### config.mk
export PLATFORM = sky130hd
export DESIGN_NAME = lpp_record_stream_decoder_core_flat
export DESIGN_NICKNAME = d
export VERILOG_FILES = /design/src/rtl/core/lrsd_pkg.sv /design/src/rtl/core/lrsd_byte_if.sv /design/src/rtl/core/lrsd_result_if.sv /design/src/rtl/core/lrsd_type_decode.sv /design/src/rtl/core/lpp_record_stream_decoder_core.sv /design/src/flat_wrapper.sv
export SDC_FILE = /design/constraint.sdc
export NUM_CORES = 1
export LEC_CHECK = 0
export BUFFER_PORTS_ARGS = -buffer_cell sky130_fd_sc_hd__buf_2
export CAP_MARGIN = 25
export CORE_UTILIZATION = 63
export DETAILED_ROUTE_END_ITERATION = 7
export GPL_TIMING_DRIVEN = 0
export PLACE_DENSITY = 0.85
export REMOVE_ABC_BUFFERS = 1
export SLEW_MARGIN = 20
export SYNTH_ARGS = -nofsm -noshare
export SYNTH_HDL_FRONTEND = slang
export SYNTH_SLANG_ARGS = --single-unit
### constraint.sdc
create_clock -name clk -period 5.7 [get_ports clk]
set_input_delay 0.855 -clock clk [delete_from_list [all_inputs] [get_ports clk]]
set_output_delay 0.855 -clock clk [all_outputs]
set_load 0.01 [all_outputs]
### src/rtl/core/lrsd_pkg.sv
// ----------------------------------------------------------------------------
// lrsd_pkg: shared types and constants of the LPP record stream decoder
// Type codes, tags, divisor codes, end status codes and the record
// descriptor that the type decoder hands to the core.
// ----------------------------------------------------------------------------
package lrsd_pkg;

    // field widths of the byte and result words
    localparam int unsigned BYTE_W   = 8;
    localparam int unsigned TAG_W    = 2;
    localparam int unsigned INDEX_W  = 8;
    localparam int unsigned RAW_W    = 17;
    localparam int unsigned SCALE_W  = 2;
    localparam int unsigned STATUS_W = 2;
    localparam int unsigned LEN_W    = 4;

    // record type codes on the wire
    localparam logic [BYTE_W-1:0] TYPE_DIGITAL     = 8'd0;
    localparam logic [BYTE_W-1:0] TYPE_ANALOG      = 8'd2;
    localparam logic [BYTE_W-1:0] TYPE_LUMINOSITY  = 8'd101;
    localparam logic [BYTE_W-1:0] TYPE_TEMPERATURE = 8'd103;
    localparam logic [BYTE_W-1:0] TYPE_HUMIDITY    = 8'd104;
    localparam logic [BYTE_W-1:0] TYPE_ACCEL       = 8'd113;
    localparam logic [BYTE_W-1:0] TYPE_PRESSURE    = 8'd115;
    localparam logic [BYTE_W-1:0] TYPE_GPS         = 8'd136;

    // data lengths in bytes
    localparam logic [LEN_W-1:0] LEN_BYTE  = 4'd1;
    localparam logic [LEN_W-1:0] LEN_WORD  = 4'd2;
    localparam logic [LEN_W-1:0] LEN_ACCEL = 4'd6;
    localparam logic [LEN_W-1:0] LEN_GPS   = 4'd9;

    // value tags
    localparam logic [TAG_W-1:0] TAG_TEMP  = 2'd0;
    localparam logic [TAG_W-1:0] TAG_PRESS = 2'd1;
    localparam logic [TAG_W-1:0] TAG_DEFL  = 2'd2;
    localparam logic [TAG_W-1:0] TAG_OTHER = 2'd3;

    // divisor codes: 1, 2, 10, 100
    localparam logic [SCALE_W-1:0] SCALE_DIV1   = 2'd0;
    localparam logic [SCALE_W-1:0] SCALE_DIV2   = 2'd1;
    localparam logic [SCALE_W-1:0] SCALE_DIV10  = 2'd2;
    localparam logic [SCALE_W-1:0] SCALE_DIV100 = 2'd3;

    // end of payload status
    localparam logic [STATUS_W-1:0] STATUS_OK        = 2'd0;
    localparam logic [STATUS_W-1:0] STATUS_TRUNCATED = 2'd1;
    localparam logic [STATUS_W-1:0] STATUS_UNKNOWN   = 2'd2;

    // what a type byte says about the record that follows
    typedef struct packed {
        logic                known;
        logic                emits;
        logic                is_signed;
        logic [TAG_W-1:0]    tag;
        logic [SCALE_W-1:0]  scale;
        logic [LEN_W-1:0]    len;
    } kind_info_t;

endpackage

### src/rtl/core/lrsd_byte_if.sv
// ----------------------------------------------------------------------------
// lrsd_byte_if: payload byte channel
// Valid/ready channel that carries one payload byte and its last flag.
// ----------------------------------------------------------------------------
interface lrsd_byte_if;
    import lrsd_pkg::*;

    logic              valid;
    logic              ready;
    logic [BYTE_W-1:0] data_byte;
    logic              last_byte;

    modport source (
        output valid,
        input  ready,
        output data_byte,
        output last_byte
    );

    modport sink (
        input  valid,
        output ready,
        input  data_byte,
        input  last_byte
    );

endinterface

### src/rtl/core/lrsd_result_if.sv
// ----------------------------------------------------------------------------
// lrsd_result_if: decoded result channel
// Valid/ready channel that carries one decoded value and/or end status word.
// ----------------------------------------------------------------------------
interface lrsd_result_if;
    import lrsd_pkg::*;

    logic                       valid;
    logic                       ready;
    logic                       value_valid;
    logic [TAG_W-1:0]           tag;
    logic [INDEX_W-1:0]         tag_index;
    logic signed [RAW_W-1:0]    raw_value;
    logic [SCALE_W-1:0]         scale_code;
    logic [BYTE_W-1:0]          channel_number;
    logic                       end_of_payload;
    logic [STATUS_W-1:0]        end_status;

    modport source (
        output valid,
        input  ready,
        output value_valid,
        output tag,
        output tag_index,
        output raw_value,
        output scale_code,
        output channel_number,
        output end_of_payload,
        output end_status
    );

    modport sink (
        input  valid,
        output ready,
        input  value_valid,
        input  tag,
        input  tag_index,
        input  raw_value,
        input  scale_code,
        input  channel_number,
        input  end_of_payload,
        input  end_status
    );

endinterface

### src/rtl/core/lrsd_type_decode.sv
// ----------------------------------------------------------------------------
// lrsd_type_decode: record type lookup
// Map a record type byte to its data length, tag, divisor and signedness.
// ----------------------------------------------------------------------------
module lrsd_type_decode (
    input  logic [lrsd_pkg::BYTE_W-1:0] type_byte,
    output lrsd_pkg::kind_info_t        info
);
    import lrsd_pkg::*;

    // look up the record descriptor; unknown codes come back not known
    always_comb
    begin
        info = '0;
        case (type_byte)
            TYPE_DIGITAL:
            begin
                info = '{known: 1'b1, emits: 1'b1, is_signed: 1'b0,
                         tag: TAG_OTHER, scale: SCALE_DIV1, len: LEN_BYTE};
            end
            TYPE_ANALOG:
            begin
                info = '{known: 1'b1, emits: 1'b1, is_signed: 1'b1,
                         tag: TAG_DEFL, scale: SCALE_DIV100, len: LEN_WORD};
            end
            TYPE_LUMINOSITY:
            begin
                info = '{known: 1'b1, emits: 1'b1, is_signed: 1'b0,
                         tag: TAG_OTHER, scale: SCALE_DIV1, len: LEN_WORD};
            end
            TYPE_TEMPERATURE:
            begin
                info = '{known: 1'b1, emits: 1'b1, is_signed: 1'b1,
                         tag: TAG_TEMP, scale: SCALE_DIV10, len: LEN_WORD};
            end
            TYPE_HUMIDITY:
            begin
                info = '{known: 1'b1, emits: 1'b1, is_signed: 1'b0,
                         tag: TAG_OTHER, scale: SCALE_DIV2, len: LEN_BYTE};
            end
            TYPE_PRESSURE:
            begin
                info = '{known: 1'b1, emits: 1'b1, is_signed: 1'b0,
                         tag: TAG_PRESS, scale: SCALE_DIV10, len: LEN_WORD};
            end
            TYPE_ACCEL:
            begin
                info = '{known: 1'b1, emits: 1'b0, is_signed: 1'b0,
                         tag: TAG_TEMP, scale: SCALE_DIV1, len: LEN_ACCEL};
            end
            TYPE_GPS:
            begin
                info = '{known: 1'b1, emits: 1'b0, is_signed: 1'b0,
                         tag: TAG_TEMP, scale: SCALE_DIV1, len: LEN_GPS};
            end
            default:
            begin
                info = '0;
            end
        endcase
    end

endmodule

### src/rtl/core/lpp_record_stream_decoder_core.sv
// ----------------------------------------------------------------------------
// lpp_record_stream_decoder_core: LPP record stream decoder
// Parses channel/type/data records one payload byte at a time and emits
// decoded values and an end of payload status word.
// Output: a result appears on the output register in the cycle after the
// byte that causes it is accepted.
// Throughput: one byte per cycle; the output register takes a new word in
// the cycle its current word is taken, so a stall stops input only while full.
// Reset: rst_n clears the parser and the per-tag counts; all parser state
// also returns to its reset value after each byte flagged last.
// ----------------------------------------------------------------------------
module lpp_record_stream_decoder_core (
    input  logic          clk,
    input  logic          rst_n,
    lrsd_byte_if.sink     byte_ch,
    lrsd_result_if.source result_ch
);
    import lrsd_pkg::*;

    localparam logic [1:0] PH_CHAN = 2'd0;
    localparam logic [1:0] PH_TYPE = 2'd1;
    localparam logic [1:0] PH_DATA = 2'd2;

    localparam int unsigned NUM_TAGS = 4;

    // parser state
    logic [1:0]         phase_reg, phase_next;
    kind_info_t         kind_reg, kind_next;
    logic [LEN_W-1:0]   left_reg, left_next;
    logic [BYTE_W-1:0]  high_reg, high_next;
    logic [BYTE_W-1:0]  chan_reg, chan_next;
    logic               stopped_reg, stopped_next;
    logic [INDEX_W-1:0] count_reg [NUM_TAGS];
    logic [INDEX_W-1:0] count_next [NUM_TAGS];

    // result register
    logic                    out_valid_reg, out_valid_next;
    logic                    value_valid_reg, value_valid_next;
    logic [TAG_W-1:0]        tag_reg, tag_next;
    logic [INDEX_W-1:0]      index_reg, index_next;
    logic signed [RAW_W-1:0] raw_reg, raw_next;
    logic [SCALE_W-1:0]      scale_reg, scale_next;
    logic [BYTE_W-1:0]       out_chan_reg, out_chan_next;
    logic                    eop_reg, eop_next;
    logic [STATUS_W-1:0]     status_reg, status_next;

    kind_info_t         type_info;
    logic               fire;
    logic               emit;
    logic [LEN_W-1:0]   left_dec;
    logic [15:0]        value16;

    lrsd_type_decode u_type_decode (
        .type_byte (byte_ch.data_byte),
        .info      (type_info)
    );

    // take a byte whenever the output register is free or being drained
    assign byte_ch.ready = !out_valid_reg || result_ch.ready;
    assign fire          = byte_ch.valid && byte_ch.ready;

    assign left_dec = (left_reg != '0) ? (left_reg - LEN_W'(1)) : left_reg;
    assign value16  = (kind_reg.len == LEN_WORD) ? {high_reg, byte_ch.data_byte}
                                                 : {8'd0, byte_ch.data_byte};

    // advance the parser and build the result word
    always_comb
    begin
        phase_next   = phase_reg;
        kind_next    = kind_reg;
        left_next    = left_reg;
        high_next    = high_reg;
        chan_next    = chan_reg;
        stopped_next = stopped_reg;
        for (int i = 0; i < NUM_TAGS; i++)
        begin
            count_next[i] = count_reg[i];
        end
        emit = 1'b0;

        value_valid_next = 1'b0;
        tag_next         = '0;
        index_next       = '0;
        raw_next         = '0;
        scale_next       = '0;
        out_chan_next    = '0;
        eop_next         = 1'b0;
        status_next      = STATUS_OK;

        if (fire && !stopped_reg)
        begin
            case (phase_reg)
                PH_CHAN:
                begin
                    chan_next  = byte_ch.data_byte;
                    phase_next = PH_TYPE;
                end
                PH_TYPE:
                begin
                    if (!type_info.known)
                    begin
                        stopped_next = 1'b1;
                        phase_next   = PH_CHAN;
                    end
                    else
                    begin
                        kind_next  = type_info;
                        left_next  = type_info.len;
                        phase_next = PH_DATA;
                    end
                end
                default:
                begin
                    if (left_reg == LEN_WORD)
                    begin
                        high_next = byte_ch.data_byte;
                    end
                    left_next = left_dec;
                    if (left_dec == '0)
                    begin
                        phase_next = PH_CHAN;
                        emit       = kind_reg.emits;
                    end
                end
            endcase
        end

        // fill in the value and bump the per-tag count
        if (emit)
        begin
            value_valid_next        = 1'b1;
            tag_next                = kind_reg.tag;
            index_next              = count_reg[kind_reg.tag];
            count_next[kind_reg.tag] = count_reg[kind_reg.tag] + INDEX_W'(1);
            raw_next      = {kind_reg.is_signed & value16[15], value16};
            scale_next    = kind_reg.scale;
            out_chan_next = chan_reg;
        end

        // close the payload: report status and drop all parser state
        if (fire && byte_ch.last_byte)
        begin
            eop_next = 1'b1;
            if (stopped_next)
            begin
                status_next = STATUS_UNKNOWN;
            end
            else if (phase_next != PH_CHAN)
            begin
                status_next = STATUS_TRUNCATED;
            end
            else
            begin
                status_next = STATUS_OK;
            end
            phase_next   = PH_CHAN;
            kind_next    = '0;
            left_next    = '0;
            high_next    = '0;
            chan_next    = '0;
            stopped_next = 1'b0;
            for (int i = 0; i < NUM_TAGS; i++)
            begin
                count_next[i] = '0;
            end
        end

        // hold the word until taken, load when a byte produces one
        if (fire && (emit || byte_ch.last_byte))
        begin
            out_valid_next = 1'b1;
        end
        else if (result_ch.ready)
        begin
            out_valid_next = 1'b0;
        end
        else
        begin
            out_valid_next = out_valid_reg;
        end
    end

    // control and parser state
    always_ff @(posedge clk or negedge rst_n)
    begin
        if (!rst_n)
        begin
            phase_reg     <= PH_CHAN;
            kind_reg      <= '0;
            left_reg      <= '0;
            high_reg      <= '0;
            chan_reg      <= '0;
            stopped_reg   <= 1'b0;
            out_valid_reg <= 1'b0;
            for (int i = 0; i < NUM_TAGS; i++)
            begin
                count_reg[i] <= '0;
            end
        end
        else
        begin
            phase_reg     <= phase_next;
            kind_reg      <= kind_next;
            left_reg      <= left_next;
            high_reg      <= high_next;
            chan_reg      <= chan_next;
            stopped_reg   <= stopped_next;
            out_valid_reg <= out_valid_next;
            for (int i = 0; i < NUM_TAGS; i++)
            begin
                count_reg[i] <= count_next[i];
            end
        end
    end

    // result payload; load only with a new word
    always_ff @(posedge clk)
    begin
        if (fire && (emit || byte_ch.last_byte))
        begin
            value_valid_reg <= value_valid_next;
            tag_reg         <= tag_next;
            index_reg       <= index_next;
            raw_reg         <= raw_next;
            scale_reg       <= scale_next;
            out_chan_reg    <= out_chan_next;
            eop_reg         <= eop_next;
            status_reg      <= status_next;
        end
    end

    assign result_ch.valid          = out_valid_reg;
    assign result_ch.value_valid    = value_valid_reg;
    assign result_ch.tag            = tag_reg;
    assign result_ch.tag_index      = index_reg;
    assign result_ch.raw_value      = raw_reg;
    assign result_ch.scale_code     = scale_reg;
    assign result_ch.channel_number = out_chan_reg;
    assign result_ch.end_of_payload = eop_reg;
    assign result_ch.end_status     = status_reg;

    // a payload end leaves the parser ready for a fresh channel byte
    a_reset_after_last: assert property (@(posedge clk) disable iff (!rst_n)
        fire && byte_ch.last_byte |=> phase_reg == PH_CHAN && !stopped_reg
            && count_reg[0] == '0 && count_reg[3] == '0)
        else $error("parser state not cleared after last byte");

    // decoding stops only between records
    a_stopped_phase: assert property (@(posedge clk) disable iff (!rst_n)
        stopped_reg |-> phase_reg == PH_CHAN)
        else $error("stopped parser not in channel phase");

    // a data phase always has bytes outstanding
    a_data_left: assert property (@(posedge clk) disable iff (!rst_n)
        phase_reg == PH_DATA |-> left_reg != '0)
        else $error("data phase with no bytes left");

    // an error status only rides on the end of payload word
    a_status_at_end: assert property (@(posedge clk) disable iff (!rst_n)
        out_valid_reg && !eop_reg |-> status_reg == STATUS_OK && value_valid_reg)
        else $error("word without end flag carries a status or no value");

    // a word without a value carries zero fields
    a_empty_value: assert property (@(posedge clk) disable iff (!rst_n)
        out_valid_reg && !value_valid_reg |-> raw_reg == '0 && index_reg == '0
            && out_chan_reg == '0)
        else $error("word without value has nonzero fields");

endmodule

### src/flat_wrapper.sv
// flat-port wrapper written by rule: the top's interface ports become plain ports
module lpp_record_stream_decoder_core_flat import lrsd_pkg::*;
  (clk, rst_n, byte_ch_valid, byte_ch_ready, byte_ch_data_byte, byte_ch_last_byte, result_ch_valid, result_ch_ready, result_ch_value_valid, result_ch_tag, result_ch_tag_index, result_ch_raw_value, result_ch_scale_code, result_ch_channel_number, result_ch_end_of_payload, result_ch_end_status);
  lrsd_byte_if byte_ch_i ();
  lrsd_result_if result_ch_i ();
  input  logic clk;
  input  logic rst_n;
  input wire logic [$bits(byte_ch_i.valid)-1:0] byte_ch_valid;
  output wire logic [$bits(byte_ch_i.ready)-1:0] byte_ch_ready;
  input wire logic [$bits(byte_ch_i.data_byte)-1:0] byte_ch_data_byte;
  input wire logic [$bits(byte_ch_i.last_byte)-1:0] byte_ch_last_byte;
  output wire logic [$bits(result_ch_i.valid)-1:0] result_ch_valid;
  input wire logic [$bits(result_ch_i.ready)-1:0] result_ch_ready;
  output wire logic [$bits(result_ch_i.value_valid)-1:0] result_ch_value_valid;
  output wire logic [$bits(result_ch_i.tag)-1:0] result_ch_tag;
  output wire logic [$bits(result_ch_i.tag_index)-1:0] result_ch_tag_index;
  output wire logic [$bits(result_ch_i.raw_value)-1:0] result_ch_raw_value;
  output wire logic [$bits(result_ch_i.scale_code)-1:0] result_ch_scale_code;
  output wire logic [$bits(result_ch_i.channel_number)-1:0] result_ch_channel_number;
  output wire logic [$bits(result_ch_i.end_of_payload)-1:0] result_ch_end_of_payload;
  output wire logic [$bits(result_ch_i.end_status)-1:0] result_ch_end_status;
  assign byte_ch_i.valid = byte_ch_valid;
  assign byte_ch_ready = byte_ch_i.ready;
  assign byte_ch_i.data_byte = byte_ch_data_byte;
  assign byte_ch_i.last_byte = byte_ch_last_byte;
  assign result_ch_valid = result_ch_i.valid;
  assign result_ch_i.ready = result_ch_ready;
  assign result_ch_value_valid = result_ch_i.value_valid;
  assign result_ch_tag = result_ch_i.tag;
  assign result_ch_tag_index = result_ch_i.tag_index;
  assign result_ch_raw_value = result_ch_i.raw_value;
  assign result_ch_scale_code = result_ch_i.scale_code;
  assign result_ch_channel_number = result_ch_i.channel_number;
  assign result_ch_end_of_payload = result_ch_i.end_of_payload;
  assign result_ch_end_status = result_ch_i.end_status;
  lpp_record_stream_decoder_core u_core (.clk(clk), .rst_n(rst_n), .byte_ch(byte_ch_i), .result_ch(result_ch_i));
endmodule
==> results of run 1 <==
==> layout by cell type (no fill, tap or decap), types with 3 or more instances in the layout <==
| master | instances |
|---|---|
| a22o_1 | 6 |
| a211oi_1 | 11 |
| inv_1 | 8 |
| ha_1 | 3 |
| a31o_2 | 4 |
| nor2_1 | 56 |
| buf_2 | 54 |
| nor4_4 | 4 |
| a31oi_1 | 3 |
| o21ai_0 | 17 |
| nor3_1 | 7 |
| mux2i_1 | 28 |
| mux4_2 | 7 |
| or3_1 | 3 |
| buf_12 | 3 |
| and2_1 | 33 |
| nand2b_1 | 4 |
| and3_1 | 6 |
| edfxtp_1 | 41 |
| xor2_1 | 5 |
| nand3_1 | 14 |
| a22oi_1 | 3 |
| nor4_1 | 4 |
| clkbuf_8 | 9 |
| nand4_1 | 3 |
| dfrtp_1 | 66 |
| a21oi_1 | 24 |
| a32o_1 | 3 |
| nand2_1 | 13 |
==> worst reg2reg max path, cell delays in order, from the launching register on <==
cell     delay [ps]
dfrtp_1         530
inv_1           110
ha_1            310
xnor2_2         180
a31oi_4         470
or3_1           470
nand2_2         350
buf_12          310
==> power by group through the flow <==
stage	combinational (mW)	sequential, mW	clock [mW]
after global routing	0.204	0.866	0.505
final	0.187	0.862	0.476
after detailed placement	0.185	0.876	0
after floorplan	0.113	0.878	0
after global placement	0.172	0.875	0
after CTS	0.187	0.861	0.480
==> final timing paths <==
| path | startpoint | end | slack (ps) |
|---|---|---|---|
| max in group asynchronous | rst_n | u_core.chan_reg[1] | 4770 |
| worst max register to register | u_core.left_reg[0] | u_core.result_ch.raw_value[7] | 2690 |
| worst min-delay path | rst_n | u_core.left_reg[1] | 390 |
| worst min register to register | u_core.kind_reg[8] | u_core.kind_reg[8] | 510 |
| min in group clk | u_core.kind_reg[8] | u_core.kind_reg[8] | 510 |
| worst max-delay path | u_core.left_reg[0] | u_core.result_ch.raw_value[7] | 2690 |
==> per-stage QoR <==
stage	instance area (um^2)	worst slack, ps	instances	hold WS [ps]
after floorplan	4990	2580	412	448
after global placement	5390	1660	569	471
after detailed placement	5470	2510	573	485
after CTS	5670	2690	589	405
after global routing	5670	2540	589	424
final	5670	2690	589	394
==> logic make-up after synthesis <==
| kind of cell | after synthesis | share of synthesized area (%) |
|---|---|---|
| buffers and inverters | 40 | 3.42 |
| adder cells (fa/ha/maj) | 3 | 0.732 |
| AO/OA/AOI/OAI | 83 | 10.9 |
| XOR/XNOR | 8 | 1.51 |
| flip-flops | 107 | 56.2 |
| multiplexers | 37 | 8.98 |
| AND/OR/NAND/NOR | 164 | 18.2 |
==> cell type report <==
class | instances | area [um^2]
sequential | 107 | 2880
inverter | 10 | 37.5
fill | 550 | 2140
multi-input combinational | 295 | 2080
clock buffer | 10 | 128
clock inverter | 6 | 73.8
tap | 102 | 128
timing repair buffer | 59 | 345
==> routing by layer <==
metal,vias up,global-route usage [%],share of wire (%)
li1,1680,-,-
met1,1845,39.3,43
met2,176,42.5,49
met3,21,4.39,5.6
met4,0,11.6,2.3
met5,-,0,0
==> flow_metrics.env, run 1 <==
export IMPL_htreeDepth=3
export IMPL_port_buffer_count=55
export IMPL_async_flop_share_pct=61.7
export IMPL_period_share_pct=52.8
export IMPL_power_total_mw=1.52
export IMPL_cts_sinks=107
export IMPL_clkTransAtPathRegs_ps=110
export IMPL_drtIter0Drc=350
export IMPL_path_buf_inv=2
export IMPL_clockRootBuffer="clkbuf_8"
export IMPL_ys_types=54
export IMPL_maxCapViolations=0
export IMPL_sw_frac_of_total_pct=26.9
export IMPL_p_per_area_mw_per_mm2=269
export IMPL_skew_ps=10.5
export IMPL_place_hpwl_mm=7.24
export IMPL_drive_gt1_share_pct=21.1
export IMPL_vias=3722
export IMPL_wl_per_cell_um=18.3
export IMPL_syn_inst=442
export IMPL_die_w_um=92.2
export IMPL_grt_use_total_pct=27.6
export IMPL_largest_reg_flops=32
export IMPL_intPower_mw=1.11
export IMPL_tightest_slew_ps=782
export IMPL_crit_path_max_fanout=30
export IMPL_setup_worst_path_end_class="register"
export IMPL_setup_viol=0
export IMPL_p_leak_nw=2.48
export IMPL_cp_start_kind="register"
export IMPL_die_area_mm2=0.00850
export IMPL_grt_pass1_wl_mm=17.7
export IMPL_syn_area_mm2=0.00513
export IMPL_crit_cells=7
export IMPL_ys_flop_type="dfrtp_1"
export IMPL_cp_top_family="simple AND/OR/NAND/NOR gates"
export IMPL_worstSetupPathType="reg -> reg"
export IMPL_utilization_pct=72.6
export IMPL_slew_headroom_pct=47.5
export IMPL_hold_buffers=0
export IMPL_rsz0062_at_grt="false"
export IMPL_worstHoldPathType="in -> async"
export IMPL_grt_pass1_vias=3514
export IMPL_via_per_inst=6.32
export IMPL_p_seq_share_pct=56.5
export IMPL_r2r_cells=7
export IMPL_dr_pass1_iters=5
export IMPL_hold_viol=0
export IMPL_grt_max_degree=41
export IMPL_n_antenna_cell=0
export IMPL_synth_most_common_cell="dfrtp_1"
export IMPL_row_count=32
export IMPL_clkPwrFrac_pct=31.2
export IMPL_crit_chain="inv_1 > ha_1 > xnor2_2 > a31oi_4 > or3_1 > nand2_2 > buf_12"
export IMPL_postCtsSetupBuffers=0
export IMPL_yosys_area_top_type="dfrtp_1"
export IMPL_drv_slew=0
export IMPL_critPathSlowestCell="dfrtp_1"
export IMPL_outcome="finished, final reports clean"
export IMPL_post_route_min_period_ps=3010
export IMPL_fmax_mhz=332
export IMPL_yosys_warnings=0
export IMPL_synthTopCellsByArea="dfrtp_1 32%, edfxtp_1 24%, mux2i_1 5.5%"
export IMPL_initial_core_util_pct=65.7
export IMPL_netlist_top_cells_count="66 x dfrtp_1, 56 x nor2_1, 41 x edfxtp_1"
export IMPL_antenna_left=0
export IMPL_cts_resized=0
export IMPL_synth_edf_count=41
export IMPL_critPathMaxStageDelay_ps=530
export IMPL_drc=0
export IMPL_cts_made_buffers=9
export IMPL_totalWireLength_mm=10.8
export IMPL_cts_path_max_buffers=2
export IMPL_avgSynthCellArea_um2=11.6
export IMPL_synth_seq_cells=107
export IMPL_clk_latency_ps=380
export IMPL_arrival_ps=3140
export IMPL_irDropWorstVdd_mv=0.174
export IMPL_coreArea_mm2=0.00781
export IMPL_syn_to_final_growth_pct=10.6
export IMPL_fin_setup_tns_ps=0
export IMPL_grt_ovfl_total=0
export IMPL_synth_top_area_share_pct=32.2
export IMPL_cts_tree="done"
export IMPL_fin_nets=498
export IMPL_power_frac_comb_pct=12.3
export IMPL_cp_required_ps=5830
export IMPL_antenna_found_initial=0
export IMPL_gp_congestion=0.863
export IMPL_die_height_um=92.2
export IMPL_ioPinCount=56
export IMPL_switchingPower_mw=0.410
export IMPL_synth_seq_area_share_pct=56.2
No activity file was read; power rests on OpenSTA's default activity.
==> inputs of run 2 (changes only) <==
- CORE_UTILIZATION: 63 -> 59
- PLACE_DENSITY: 0.85 -> 0.8
- clock period: 5.7 -> 2.9 ns (I/O delays scaled with it)
==> run 2 against run 1 <==
  * Register-to-register slack lost 2500 ps
  * Fmax grew 9.8%
  * Highest routed layer unchanged
  * Critical path depth is the same
  * Largest cell class unchanged
  * Largest power group unchanged
  * Via count shrank 1.8%
  * Flip-flop and latch count is the same
==> flow_metrics.env, run 2 (synthesis gave the netlist of run 1 again) <==
export IMPL_postCtsSetupBuffers=0
export IMPL_cp_start_kind="register"
export IMPL_ioPinCount=56
export IMPL_grt_max_degree=44
export IMPL_antenna_left=0
export IMPL_period_share_pct=94.6
export IMPL_cts_made_buffers=9
export IMPL_n_antenna_cell=0
export IMPL_crit_path_max_fanout=10
export IMPL_hold_worst_slack_ps=351
export IMPL_fill_cells=632
export IMPL_cts_sinks=107
export IMPL_post_place_ws_ps=-28.9
export IMPL_r2r_cells=7
export IMPL_met1_length_mm=4.88
export IMPL_dr_pass1_iters=5
export IMPL_maxCapViolations=0
export IMPL_cp_required_ps=3150
export IMPL_initial_core_util_pct=61.8
export IMPL_wl_met3_um=557
export IMPL_die_area_mm2=0.00906
export IMPL_drv_slew=0
export IMPL_mostFrequentLayoutCell="dfrtp_1"
export IMPL_wl_per_cell_um=17.9
export IMPL_final_cell_mix="65 x dfrtp_1, 56 x nor2_1, 55 x buf_2, 41 x edfxtp_1, 33 x and2_1"
export IMPL_worstSetupPathType="reg -> reg"
export IMPL_irDropWorstVdd_mv=0.301
export IMPL_fin_nets=499
export IMPL_startpoint="u_core.left_reg[0]"
export IMPL_timing_final_ws_setup_ps=156
export IMPL_grt_pass1_wl_mm=17.1
export IMPL_critPathSlowestCell="dfrtp_1"
export IMPL_setup_worst_path_end_class="register"
export IMPL_routed_wl_met2_mm=4.91
export IMPL_tightest_slew_ps=790
export IMPL_outcome="finished, final reports clean"
export IMPL_hold_viol=0
export IMPL_sw_frac_of_total_pct=28.1
export IMPL_cp_endpoint="u_core.result_ch.raw_value[16]"
export IMPL_p_leak_nw=2.48
export IMPL_die_w_um=95.2
export IMPL_via_per_inst=6.17
export IMPL_setup_viol=0
export IMPL_clk_latency_ps=380
export IMPL_coreArea_mm2=0.00830
export IMPL_worstHoldPathType="in -> reg"
export IMPL_syn_to_final_growth_pct=10.9
export IMPL_p_seq_share_pct=57.6
export IMPL_grt_ovfl_total=0
export IMPL_critPathMaxStageDelay_ps=530
export IMPL_drtIter0Drc=283
export IMPL_gp_congestion=0.835
export IMPL_grt_use_total_pct=25.2
export IMPL_p_per_area_mw_per_mm2=517
export IMPL_crit_chain="inv_1 > ha_1 > xnor2_2 > a31oi_4 > or3_4 > nor4_4 > and3_1"
export IMPL_power_total_mw=2.94
export IMPL_rsz0062_at_grt="false"
export IMPL_drc=0
export IMPL_post_route_min_period_ps=2740
export IMPL_die_height_um=95.2
export IMPL_clockRootBuffer="clkbuf_8"
export IMPL_fin_setup_tns_ps=0
export IMPL_slew_headroom_pct=47.2
export IMPL_r2r_end="u_core.result_ch.raw_value[16]"
export IMPL_antenna_found_initial=0
export IMPL_largest_reg_flops=32
export IMPL_grt_pass1_vias=3401
export IMPL_switchingPower_mw=0.824
export IMPL_highest_layer="met4"
export IMPL_place_hpwl_mm=7.20
export IMPL_power_frac_comb_pct=12.5
export IMPL_skew_ps=12.3
export IMPL_totalWireLength_mm=10.6
export IMPL_rrSetupSlack_ps=160
export IMPL_drive_gt1_share_pct=21.5
export IMPL_vias=3656
export IMPL_port_buffer_count=55
export IMPL_intPower_mw=2.11
export IMPL_cts_tree="done"
export IMPL_arrival_ps=3000
export IMPL_row_count=33
export IMPL_cts_path_max_buffers=2
export IMPL_r2r_start="u_core.left_reg[0]"
export IMPL_htreeDepth=3
export IMPL_clkPwrFrac_pct=29.9
export IMPL_fmax_mhz=364
export IMPL_clkTransAtPathRegs_ps=110
-- run 2: changes by cell type in the layout (fill, tap and decap cells not counted), sizes merged --
cell,change
bufinv,-1
clkinv,+2
dlygate4sd3,+1
clkinvlp,-2
inv,+1
-- run 2: stage by stage --
step / util (%) / std cells / instance area, um^2
after floorplan: - / 412 / 4990
after global placement: 65.0 / 572 / 5400
after detailed placement: 65.9 / 576 / 5470
after CTS: 68.3 / 593 / 5670
after global routing: 68.5 / 593 / 5690
final: 68.5 / 593 / 5690
-- run 2: how the worst min path moves through the flow --
stage                                  start                   to  slack (ps)  cells after the start
after floorplan                        rst_n   u_core.chan_reg[0]         140                      0
after global placement    u_core.kind_reg[4]   u_core.kind_reg[4]         470                      1
after detailed placement               rst_n  u_core.count_reg[2]         360                      1
after CTS                      byte_ch_valid   u_core.stopped_reg         340                      3
after global routing           byte_ch_valid   u_core.stopped_reg         400                      3
final                          byte_ch_valid   u_core.stopped_reg         350                      3
-- run 2: worst max-delay path, delay by kind of cell, from the launching register on --
kind / cells / cell delay [ps]
compound gates: 1 / 230
simple gates: 3 / 1220
fa+ha+maj: 1 / 310
xor+xnor: 1 / 220
buf+inv: 1 / 110
flops: 1 / 530
-- run 2: power groups by stage --
stage               registers [mW]  clock network, mW  logic, mW
floorplan                     1.73                  0      0.222
finish                        1.69              0.879      0.368
global placement              1.72                  0      0.339
global route                  1.70              0.935      0.408
CTS                           1.69              0.885      0.366
detailed placement            1.72                  0      0.362
-- run 2: timing repair --
item	CTS	global route
endpoints found under the setup margin	31	82
hold buffers	1	0
hold endpoints to repair	23	0
resized for setup	1	3
-- run 2: routing by layer --
layer,vias up,GRT usage (%)
met1,1812,37.6
met4,0,10.6
met2,134,37.3
li1,1688,-
met5,-,0
met3,22,3.51
-- run 2: area by class of cell --
type	instances	area (um^2)	share of cell area [%]
flip-flops and latches	107	2880	50.7
multi-input cells	295	2100	36.9
repair buffers	60	353	6.20
well taps	105	131	2.31
clock buffers	10	128	2.24
clock inverters	6	57.6	1.01
inverters	10	37.5	0.660
